`src/huffman_tree_codec_core_macros.svh`:
```
// Assertion macros shared by the Huffman tree codec RTL.
// Needs a clock named clk and an active-low reset named arst_n in scope.
`ifndef HUFFMAN_TREE_CODEC_CORE_MACROS_SVH
`define HUFFMAN_TREE_CODEC_CORE_MACROS_SVH

// Same-cycle implication, disabled while reset is asserted.
`define HTC_ASSERT_NOW(label, ante, cons, msg) \
	label: assert property (@(posedge clk) disable iff (!arst_n) (ante) |-> (cons)) else $error(msg);

// Next-cycle implication, disabled while reset is asserted.
`define HTC_ASSERT_NEXT(label, ante, cons, msg) \
	label: assert property (@(posedge clk) disable iff (!arst_n) (ante) |=> (cons)) else $error(msg);

`endif

```
`src/htc_pkg.sv`:
```
// Package for the Huffman tree codec: beat structs, codes and the default weights.
// No dependencies; used by huffman_tree_codec_core.
package htc_pkg;

	localparam int MAX_SYMBOLS_DEF = 32;
	localparam int WEIGHT_BITS_DEF = 16;
	localparam int RESET_COUNT     = 27;

	localparam logic [1:0] ACT_LOAD   = 2'd0;
	localparam logic [1:0] ACT_BUILD  = 2'd1;
	localparam logic [1:0] ACT_ENCODE = 2'd2;
	localparam logic [1:0] ACT_DECODE = 2'd3;

	localparam logic [1:0] KIND_BUILD  = 2'd0;
	localparam logic [1:0] KIND_CODE   = 2'd1;
	localparam logic [1:0] KIND_SYMBOL = 2'd2;
	localparam logic [1:0] KIND_ERROR  = 2'd3;

	localparam logic [1:0] ERR_NONE    = 2'd0;
	localparam logic [1:0] ERR_NO_TREE = 2'd1;
	localparam logic [1:0] ERR_RANGE   = 2'd2;

	typedef struct packed {
		logic [1:0]  action;
		logic [4:0]  symbol;
		logic [15:0] weight;
		logic        code_bit;
	} in_item_t;

	typedef struct packed {
		logic [1:0] kind;
		logic       out_bit;
		logic [4:0] out_symbol;
		logic       last;
		logic [1:0] error_code;
	} out_item_t;

	// Default letter frequencies: space, then A to Z.
	function automatic logic [7:0] dflt_weight(input logic [6:0] idx);
		logic [7:0] w;
		case (idx)
			7'd0:  w = 8'd186;
			7'd1:  w = 8'd64;
			7'd2:  w = 8'd13;
			7'd3:  w = 8'd22;
			7'd4:  w = 8'd32;
			7'd5:  w = 8'd103;
			7'd6:  w = 8'd21;
			7'd7:  w = 8'd15;
			7'd8:  w = 8'd47;
			7'd9:  w = 8'd57;
			7'd10: w = 8'd1;
			7'd11: w = 8'd5;
			7'd12: w = 8'd32;
			7'd13: w = 8'd20;
			7'd14: w = 8'd57;
			7'd15: w = 8'd63;
			7'd16: w = 8'd15;
			7'd17: w = 8'd1;
			7'd18: w = 8'd48;
			7'd19: w = 8'd51;
			7'd20: w = 8'd80;
			7'd21: w = 8'd23;
			7'd22: w = 8'd8;
			7'd23: w = 8'd18;
			7'd24: w = 8'd1;
			7'd25: w = 8'd16;
			7'd26: w = 8'd1;
			default: w = 8'd0;
		endcase
		return w;
	endfunction

endpackage

```
`src/huffman_tree_codec_core.sv`:
```
// Huffman tree codec. Load writes one leaf weight. Build with n leaves runs S_BINIT,
// then per merge a scan of all earlier nodes through the node memory read port and the
// S_MRGA and S_MRGB steps. Encode follows parent links (S_EREQ, S_EWAIT per link), then
// emits one bit per S_EEMIT. Decode runs S_DREQ, S_DWAIT. Errors are reported from idle.
// One item at a time; results are strobed for one cycle, never stalled.
// Reset clears control, puts default weights on the leaves and leaves no tree built.
`include "huffman_tree_codec_core_macros.svh"

module huffman_tree_codec_core #(
	parameter int MAX_SYMBOLS = htc_pkg::MAX_SYMBOLS_DEF,
	parameter int WEIGHT_BITS = htc_pkg::WEIGHT_BITS_DEF
) (
	input  logic              clk,
	input  logic              arst_n,
	input  logic              start,
	output logic              busy,
	input  htc_pkg::in_item_t in_item,
	output logic              result_valid,
	output htc_pkg::out_item_t result,
	input  logic              psel,
	input  logic              penable,
	input  logic              pwrite,
	input  logic [2:0]        paddr,
	input  logic [31:0]       pwdata,
	output logic [31:0]       prdata,
	output logic              pready
);
	import htc_pkg::*;

	// Node table geometry. Leaves and internal nodes share one index space.
	localparam int NODES = 2 * MAX_SYMBOLS - 1;
	localparam int NW    = $clog2(NODES);
	localparam int LW    = $clog2(MAX_SYMBOLS);
	localparam int CW    = $clog2(MAX_SYMBOLS + 1);
	localparam int NWW   = WEIGHT_BITS + $clog2(MAX_SYMBOLS);
	localparam int RST_N = (MAX_SYMBOLS < RESET_COUNT) ? MAX_SYMBOLS : RESET_COUNT;
	localparam logic [NWW-1:0] WMASK = {{(NWW - WEIGHT_BITS){1'b0}}, {WEIGHT_BITS{1'b1}}};

	typedef enum logic [9:0] {
		S_IDLE  = 10'b0000000001,
		S_BINIT = 10'b0000000010,
		S_SCAN  = 10'b0000000100,
		S_MRGA  = 10'b0000001000,
		S_MRGB  = 10'b0000010000,
		S_EREQ  = 10'b0000100000,
		S_EWAIT = 10'b0001000000,
		S_EEMIT = 10'b0010000000,
		S_DREQ  = 10'b0100000000,
		S_DWAIT = 10'b1000000000
	} state_t;

	state_t state_q;

	// The two node memories. A node entry holds its children on top of its weight;
	// parent entries carry the branch bit on top.
	logic [2*NW+NWW-1:0] nmem [NODES];
	logic [NW:0]         pmem [NODES];
	logic [2*NW+NWW-1:0] nrd_q;
	logic [NW:0]         prd_q;
	logic [NW-1:0]       nrd_addr;

	// Leaf weight overlay: a leaf that was never written reads the default table,
	// and a leaf cleared by a build reads zero.
	logic [MAX_SYMBOLS-1:0] written_q;
	logic [MAX_SYMBOLS-1:0] zero_q;
	logic [MAX_SYMBOLS-1:0] beyond_n;
	logic [NODES-1:0]       parented_q;

	logic [5:0]    symbol_count_q;
	logic [CW-1:0] bld_n_q;
	logic [CW-1:0] built_q;
	logic [NW-1:0] root_q;
	logic [NW-1:0] cursor_q;
	logic          tree_ready_q;
	logic          dec_bit_q;

	logic [NW-1:0]  i_q, j_q, j_s1, a_q, b_q, t_q;
	logic           vld_s1, a_vld_q, b_vld_q;
	logic [NWW-1:0] wa_q, wb_q;

	logic [MAX_SYMBOLS-2:0] path_q;
	logic [LW-1:0]          len_q;

	logic      res_vld_q;
	out_item_t res_q;
	logic      res_vld_nxt;
	out_item_t res_nxt;

	logic [CW-1:0]  n_clamp;
	logic [NW-1:0]  n_root;
	logic [NWW-1:0] wv;
	logic [NW-1:0]  dec_next;
	logic           scan_issue;
	logic           accept;
	logic           cfg_wr;

	assign accept = start && (state_q == S_IDLE);
	assign busy   = (state_q != S_IDLE);
	assign cfg_wr = psel && penable && pwrite && !paddr[2];
	assign pready = 1'b1;
	assign prdata = paddr[2] ? 32'd0 : {26'd0, symbol_count_q};
	assign result_valid = res_vld_q;
	assign result       = res_q;

	// Clamp the programmed count into the supported range.
	always_comb begin
		if (symbol_count_q < 6'd2) begin
			n_clamp = CW'(2);
		end else if (7'(symbol_count_q) > 7'(MAX_SYMBOLS)) begin
			n_clamp = CW'(MAX_SYMBOLS);
		end else begin
			n_clamp = CW'(symbol_count_q);
		end
	end

	// Leaves at or beyond the build count.
	always_comb begin
		for (int k = 0; k < MAX_SYMBOLS; k++) begin
			beyond_n[k] = (CW'(k) >= bld_n_q);
		end
	end

	assign n_root     = NW'({bld_n_q, 1'b0}) - NW'(2);
	assign scan_issue = (state_q == S_SCAN) && (j_q < i_q);
	assign nrd_addr   = (state_q == S_SCAN) ? j_q : cursor_q;
	assign dec_next   = dec_bit_q ? nrd_q[NWW+NW-1:NWW] : nrd_q[NWW+2*NW-1:NWW+NW];

	// Weight seen by the scan compare, with the leaf overlay applied.
	always_comb begin
		wv = nrd_q[NWW-1:0];
		if (j_s1 < NW'(MAX_SYMBOLS)) begin
			if (zero_q[j_s1[LW-1:0]]) begin
				wv = '0;
			end else if (!written_q[j_s1[LW-1:0]]) begin
				wv = NWW'(dflt_weight(7'(j_s1))) & WMASK;
			end
		end
	end

	// Result beat for the next cycle.
	always_comb begin
		res_nxt     = '0;
		res_vld_nxt = 1'b0;
		case (state_q)
			S_IDLE: begin
				if (accept && in_item.action != ACT_LOAD && in_item.action != ACT_BUILD) begin
					if (!tree_ready_q) begin
						res_nxt.kind       = KIND_ERROR;
						res_nxt.error_code = ERR_NO_TREE;
						res_vld_nxt        = 1'b1;
					end else if (in_item.action == ACT_ENCODE &&
						7'(in_item.symbol) >= 7'(built_q)) begin
						res_nxt.kind       = KIND_ERROR;
						res_nxt.error_code = ERR_RANGE;
						res_vld_nxt        = 1'b1;
					end
				end
			end
			S_MRGB: begin
				res_nxt.kind = KIND_BUILD;
				res_vld_nxt  = (i_q == n_root);
			end
			S_EEMIT: begin
				res_nxt.kind    = KIND_CODE;
				res_nxt.out_bit = path_q[0];
				res_nxt.last    = (len_q == LW'(1));
				res_vld_nxt     = 1'b1;
			end
			S_DWAIT: begin
				res_nxt.kind       = KIND_SYMBOL;
				res_nxt.out_symbol = 5'(dec_next);
				res_vld_nxt        = (NW'(built_q) > dec_next);
			end
			default: begin
			end
		endcase
	end

	// Node memory: loads write a leaf weight only, each merge writes a whole entry.
	// A merge writes node i before any scan can address it, so reads never race writes.
	always_ff @(posedge clk) begin
		if (accept && in_item.action == ACT_LOAD && 7'(in_item.symbol) < 7'(MAX_SYMBOLS)) begin
			nmem[NW'(in_item.symbol)][NWW-1:0] <= NWW'(in_item.weight) & WMASK;
		end else if (state_q == S_MRGA) begin
			nmem[i_q] <= {a_q, b_q, wa_q + wb_q};
		end
		nrd_q <= nmem[nrd_addr];
	end

	// Parent memory: both children of a merge are linked, the first in S_MRGA, the second in S_MRGB.
	always_ff @(posedge clk) begin
		if (state_q == S_MRGA) begin
			pmem[a_q] <= {1'b0, i_q};
		end else if (state_q == S_MRGB) begin
			pmem[b_q] <= {1'b1, i_q};
		end
		prd_q <= pmem[t_q];
	end

	// Payload registers of the scan and the encode path need no reset.
	always_ff @(posedge clk) begin
		j_s1 <= j_q;
		dec_bit_q <= (accept) ? in_item.code_bit : dec_bit_q;
		if (state_q == S_SCAN && vld_s1 && !parented_q[j_s1]) begin
			if (!a_vld_q || wv < wa_q) begin
				a_q  <= j_s1;
				wa_q <= wv;
				b_q  <= a_q;
				wb_q <= wa_q;
			end else if (!b_vld_q || wv < wb_q) begin
				b_q  <= j_s1;
				wb_q <= wv;
			end
		end
		if (state_q == S_EWAIT) begin
			path_q <= {path_q[MAX_SYMBOLS-3:0], prd_q[NW]};
		end else if (state_q == S_EEMIT) begin
			path_q <= path_q >> 1;
		end
		res_q <= res_nxt;
	end

	// Control: sequencer, counters, flags and the result strobe.
	always_ff @(posedge clk or negedge arst_n) begin
		if (!arst_n) begin
			state_q        <= S_IDLE;
			symbol_count_q <= 6'(RESET_COUNT);
			bld_n_q        <= CW'(RST_N);
			built_q        <= CW'(RST_N);
			root_q         <= NW'(2 * RST_N - 2);
			cursor_q       <= NW'(2 * RST_N - 2);
			tree_ready_q   <= 1'b0;
			written_q      <= '0;
			zero_q         <= '0;
			parented_q     <= '0;
			i_q            <= '0;
			j_q            <= '0;
			t_q            <= '0;
			len_q          <= '0;
			vld_s1         <= 1'b0;
			a_vld_q        <= 1'b0;
			b_vld_q        <= 1'b0;
			res_vld_q      <= 1'b0;
		end else begin
			res_vld_q <= res_vld_nxt;
			vld_s1    <= scan_issue;
			if (cfg_wr) begin
				symbol_count_q <= pwdata[5:0];
			end
			case (state_q)
				S_IDLE: begin
					if (accept) begin
						case (in_item.action)
							ACT_LOAD: begin
								if (7'(in_item.symbol) < 7'(MAX_SYMBOLS)) begin
									written_q[LW'(in_item.symbol)] <= 1'b1;
									zero_q[LW'(in_item.symbol)]    <= 1'b0;
								end
							end
							ACT_BUILD: begin
								bld_n_q <= n_clamp;
								state_q <= S_BINIT;
							end
							ACT_ENCODE: begin
								if (tree_ready_q && 7'(in_item.symbol) < 7'(built_q)) begin
									t_q     <= NW'(in_item.symbol);
									len_q   <= '0;
									state_q <= S_EREQ;
								end
							end
							ACT_DECODE: begin
								if (tree_ready_q) begin
									state_q <= S_DREQ;
								end
							end
							default: begin
							end
						endcase
					end
				end
				S_BINIT: begin
					// Every node loses its parent; leaves at or beyond the count read zero.
					parented_q <= '0;
					zero_q     <= zero_q | beyond_n;
					i_q        <= NW'(bld_n_q);
					j_q        <= '0;
					a_vld_q    <= 1'b0;
					b_vld_q    <= 1'b0;
					state_q    <= S_SCAN;
				end
				S_SCAN: begin
					if (scan_issue) begin
						j_q <= j_q + NW'(1);
					end
					if (vld_s1 && !parented_q[j_s1]) begin
						if (!a_vld_q || wv < wa_q) begin
							a_vld_q <= 1'b1;
							b_vld_q <= a_vld_q;
						end else if (!b_vld_q || wv < wb_q) begin
							b_vld_q <= 1'b1;
						end
					end
					if (!scan_issue && !vld_s1) begin
						state_q <= S_MRGA;
					end
				end
				S_MRGA: begin
					parented_q <= parented_q | (NODES'(1) << a_q) | (NODES'(1) << b_q);
					if (i_q < NW'(MAX_SYMBOLS)) begin
						written_q[i_q[LW-1:0]] <= 1'b1;
						zero_q[i_q[LW-1:0]]    <= 1'b0;
					end
					state_q <= S_MRGB;
				end
				S_MRGB: begin
					if (i_q == n_root) begin
						built_q      <= bld_n_q;
						root_q       <= n_root;
						cursor_q     <= n_root;
						tree_ready_q <= 1'b1;
						state_q      <= S_IDLE;
					end else begin
						i_q     <= i_q + NW'(1);
						j_q     <= '0;
						a_vld_q <= 1'b0;
						b_vld_q <= 1'b0;
						state_q <= S_SCAN;
					end
				end
				S_EREQ: begin
					// The parent read of t_q is in flight; stop once the root is reached.
					state_q <= (t_q == root_q) ? S_EEMIT : S_EWAIT;
				end
				S_EWAIT: begin
					t_q     <= prd_q[NW-1:0];
					len_q   <= len_q + LW'(1);
					state_q <= S_EREQ;
				end
				S_EEMIT: begin
					len_q <= len_q - LW'(1);
					if (len_q == LW'(1)) begin
						state_q <= S_IDLE;
					end
				end
				S_DREQ: begin
					state_q <= S_DWAIT;
				end
				S_DWAIT: begin
					cursor_q <= (NW'(built_q) > dec_next) ? root_q : dec_next;
					state_q  <= S_IDLE;
				end
				default: begin
					state_q <= S_IDLE;
				end
			endcase
		end
	end

	`HTC_ASSERT_NOW(a_res_cause, result_valid, $past(busy) || $past(start), "beat without cause")
	`HTC_ASSERT_NOW(a_merge_pair, state_q == S_MRGA, a_vld_q && b_vld_q && a_q != b_q, "bad merge")
	`HTC_ASSERT_NOW(a_emit_len, state_q == S_EEMIT, len_q != '0, "code emission with empty path")
	`HTC_ASSERT_NEXT(a_build_ready, state_q == S_MRGB && i_q == n_root, tree_ready_q && result_valid, "no done beat")

endmodule
```
`config.mk`:
```
export PLATFORM = sky130hd
export DESIGN_NAME = huffman_tree_codec_core
export DESIGN_NICKNAME = d
export VERILOG_FILES = /design/src/htc_pkg.sv /design/src/huffman_tree_codec_core.sv
export VERILOG_INCLUDE_DIRS = /design/src /design/src/src
export SDC_FILE = /design/constraint.sdc
export NUM_CORES = 2
export LEC_CHECK = 0
export BUFFER_PORTS_ARGS = -buffer_cell sky130_fd_sc_hd__clkbuf_2
export CORE_UTILIZATION = 45
export CTS_CLUSTER_DIAMETER = 40
export DETAILED_ROUTE_END_ITERATION = 16
export GPL_ROUTABILITY_DRIVEN = 0
export HOLD_SLACK_MARGIN = 0.06
export MAX_ROUTING_LAYER = met4
export PLACE_DENSITY = 0.59
export SETUP_SLACK_MARGIN = 0.2
export SKIP_LAST_GASP = 1
export SLEW_MARGIN = 5
export SYNTH_ARGS = -nofsm -noshare
export SYNTH_HDL_FRONTEND = slang
export SYNTH_SLANG_ARGS = --single-unit
```
`constraint.sdc`:
```
create_clock -name clk -period 8.01 [get_ports clk]
set_input_delay 1.2015 -clock clk [delete_from_list [all_inputs] [get_ports clk]]
set_output_delay 1.2015 -clock clk [all_outputs]
set_load 0.005 [all_outputs]
```
==> flow_summary.yaml <==
sta:
  maxSlewHeadroom_pct: 16.1
  fin_crit_sh_pct: 70.2
  final.setup.tns_ns: 0
  setup_viol: 0
  fmax_ghz: 0.178
  grt_setup_unrepaired: "no"
  fin_skew_ns: 0.0677
  tightest_slew_ns: 1.25
  drv_slew: 0
  period_needed_ns: 5.62
  hold_viol: 0
floorplan:
  boundaryPins: 111
  dieArea_um2: 264000
  fp.coreArea_um2: 260000
  initial_core_util_pct: 45.3
  die_y_um: 514
  die_w_um: 514
  num_rows: 187
layout:
  nFillCells: 21500
  instances_no_fill: 12800
  syn_to_final_growth_pct: 15.3
  multi_input_area_um2: 31100
  seqCellArea_um2: 84500
  final_layout_size_suffix_gt1_share_pct: 14.7
  layout.nets: 9119
worst_setup_path:
  worstPathMaxFanout: 29
  rr_worst_depth: 15
  reg2reg_to: "wb_q[14]"
  slowest_stage: "dfxtp_2"
  crit_end: "wb_q[14]"
  crit_buf_inv: 1
  crit_arrival_ns: 6.16
  r2r_start: "j_s1[1]"
  path_depth: 15
  worstPathRequired_ns: 8.55
  endpoint_kind: "flip-flop"
  r2r_setup_slack_ns: 2.39
  cp-start-kind: "flip-flop"
  cp-startpoint: "j_s1[1]"
  max_stage_delay_ns: 0.94
  critPathTopFamily: "compound AO/OA/AOI/OAI gates"
  path_cells: "mux4_2 -> a22oi_1 -> nand4_1 -> nor3b_4 -> nand2_1 -> o21ai_0 -> ha_1 -> a21o_1 -> a21oi_1 -> o21ai_0 -> a41o_1 -> a21oi_1 -> a2bb2oi_4 -> o21a_1 -> buf_4"
  critPathKind: "flip-flop to flip-flop"
detailed_routing:
  routed_wl_mm: 322
  via_per_inst: 5.84
  antenna_left: 0
  num_vias: 74700
  drt_pass1_iterations: 8
  remaining_drc_errors: 0
  avgRoutedWirePerCell_um: 25.2
  drtIter0Drc: 8735
synthesis:
  synth_top_cells_by_area: "edfxtp_1 66%, nand2_1 7.1%, dfrtp_1 3.7%"
  yosysWarnings: 0
  synth-edff-count: 2606
  synth_cell_types: 80
  yosys.area.top_type: "edfxtp_1"
  ys_ff_latch: 2865
  syn_avg_cell_area_um2: 13.3
  yosysSeqAreaShare_pct: 71.6
  ys_async_sr_fraction_pct: 6.77
  synth_cells: 8892
  syn_area_um2: 118000
  synth_top_area_share_pct: 66.4
  synthFlopType: "edfxtp_1"
global_routing:
  grt_max_degree: 171
  gr-usage-met1_pct: 34.7
  gr-total-overflow: 0
  met2_usage_pct: 37.1
  antenna_found_initial: 20
  grt_pass1_wl_mm: 472
  met3_usage_pct: 3.91
  top_usage_layer: "met2"
  grt_pass1_vias: 71400
  gr-usage-all-layers_pct: 24.6
placed_design:
  port_buffers: 55
  placedCellCount: 12100
  hpwl_mm: 180
power_and_ir_drop:
  ir_drop_mv: 0.265
  power_density_nw_per_um2: 338
  p_leak_nw: 46.9
  clkPwrFrac_pct: 38.1
  p_int_mw: 31.5
  seqPwrFrac_pct: 38.5
  swShare_pct: 31.6
  combPwrFrac_pct: 23.4
  netSwitchingPower_mw: 14.5
cts:
  htreeDepth: 5
  cts_tree: "done"
  cts_buffer_depth: 4
  cts_buffers: 385
  cts.sinks: 2865
  worstSkewPairLatency_ns: 0.93
  cts_resized: 0
  clkTransAtPathRegs_ns: 0.06
  cts_root_buf: "clkbuf_16"
  postCtsHoldBufs: 0
  postCtsSetupBuffers: 0
status:
  status: "finished clean"
run:
  cap_violations: 0
hold_path:
  hold_path_class: "input port to async pin"
## worst min path at each step
stage                     slack, ns             to          start  cells after the start
final                          0.37       len_q[4]         arst_n                      1
after global routing           0.48   written_q[1]   written_q[1]                      1
after CTS                      0.46      dec_bit_q     in_item[0]                      1
after detailed placement       0.45   written_q[9]   written_q[9]                      1
after global placement         0.44  written_q[23]  written_q[23]                      1
after floorplan                0.37        j_s1[4]         j_q[4]                      0
## cells in the mapped netlist (20+ instances only)
| cell type | number |
|---|---|
| edfxtp_1 | 2606 |
| nand2_1 | 2233 |
| nand3_1 | 571 |
| nor2_1 | 443 |
| clkbuf_1 | 416 |
| a31oi_1 | 275 |
| a311oi_1 | 265 |
| and3_1 | 235 |
| o22ai_1 | 203 |
| dfrtp_1 | 175 |
| mux4_2 | 165 |
| a21oi_1 | 162 |
| o21ai_0 | 103 |
| ha_1 | 96 |
| buf_2 | 94 |
| inv_1 | 87 |
| buf_1 | 76 |
| mux2_2 | 69 |
| dfxtp_1 | 65 |
| nor2b_1 | 48 |
| mux2i_1 | 45 |
| nor3_1 | 40 |
| buf_4 | 35 |
| or4_1 | 35 |
| nand2b_1 | 32 |
| a21o_1 | 31 |
| or2_2 | 28 |
| xnor2_1 | 23 |
| and2_1 | 20 |
## state kept, by name, indices dropped and copies added (netlist names), 7 cells and up, named ones only
signal      cells
nmem         2079
state_q        10
wa_q           21
nrd_q          33
written_q      32
path_q         31
result         11
pmem          441
prd_q           7
parented_q     63
wb_q           21
zero_q         32
## cell families (layout without fill, tap and decap cells)
kind of cell               count (synthesis)  in the layout  synth area share, %
muxes                                    287            287                 4.30
adders and majority gates                 97             97                 1.04
and+or+nand+nor                         3762           3762                 13.8
buffers and inverters                    718           1080                 2.54
AOI/OAI and AO/OA                       1127           1127                 6.44
xor gates and xnor gates                  34             34                0.253
DFF                                     2865           2865                 71.6
other                                      2             40              0.00637
## stage by stage
step	total power, mW	setup slack [ns]	utilization, %	hold WS, ns	area (um^2)
final	46.0	2.39	52.3	0.365	136000
after global routing	47.7	2.14	52.3	0.479	136000
after CTS	46.2	2.41	52.3	0.461	136000
after detailed placement	28.7	2.43	47.1	0.453	123000
after global placement	28.5	2.32	47.1	0.444	123000
after floorplan	24.9	2.41	-	0.369	118000
## placed cells by master (no fill, tap or decap), types with 28 or more instances in the layout
cell	n
nor3_1	40
a311oi_1	265
mux4_2	165
nor2b_1	48
inv_6	45
mux2i_1	45
clkinv_1	34
nand3_1	570
or4_1	35
nand2_1	2227
bufinv_16	51
ha_1	96
o21ai_0	89
inv_1	86
clkbuf_16	388
dfrtp_1	166
edfxtp_1	2606
a21oi_1	159
or2_2	28
a31oi_1	275
and3_1	235
clkinv_4	44
buf_4	200
nor2_2	52
clkbuf_2	54
clkinvlp_4	47
clkinv_2	45
nor2_1	375
o22ai_1	203
dfxtp_1	64
nand2b_1	29
mux2_2	69
## cell type report
type / instances / area share [%]
clock inverter: 291 / 2.54
inverter: 91 / 0.251
antenna: 13 / 0.0239
tap: 3496 / 3.22
sequential: 2865 / 62.1
multi-input combinational: 5334 / 22.9
clock buffer: 418 / 7.26
timing repair buffer: 280 / 1.68
## power groups by stage
stage                     clock network [mW]  logic, mW  registers (mW)
after detailed placement                   0       10.7            18.0
after CTS                               17.8       10.7            17.7
final                                   17.5       10.7            17.7
after floorplan                            0       7.17            17.7
after global placement                     0       10.6            18.0
after global routing                    18.4       11.6            17.7
## layer usage
| layer | wire length [um] | share of wire, % |
|---|---|---|
| met1 | 138000 | 43 |
| met2 | 148000 | 46 |
| met3 | 27000 | 8.4 |
| met4 | 8490 | 2.6 |
| met5 | 0 | 0 |
Power figures use the tool's default switching activity.
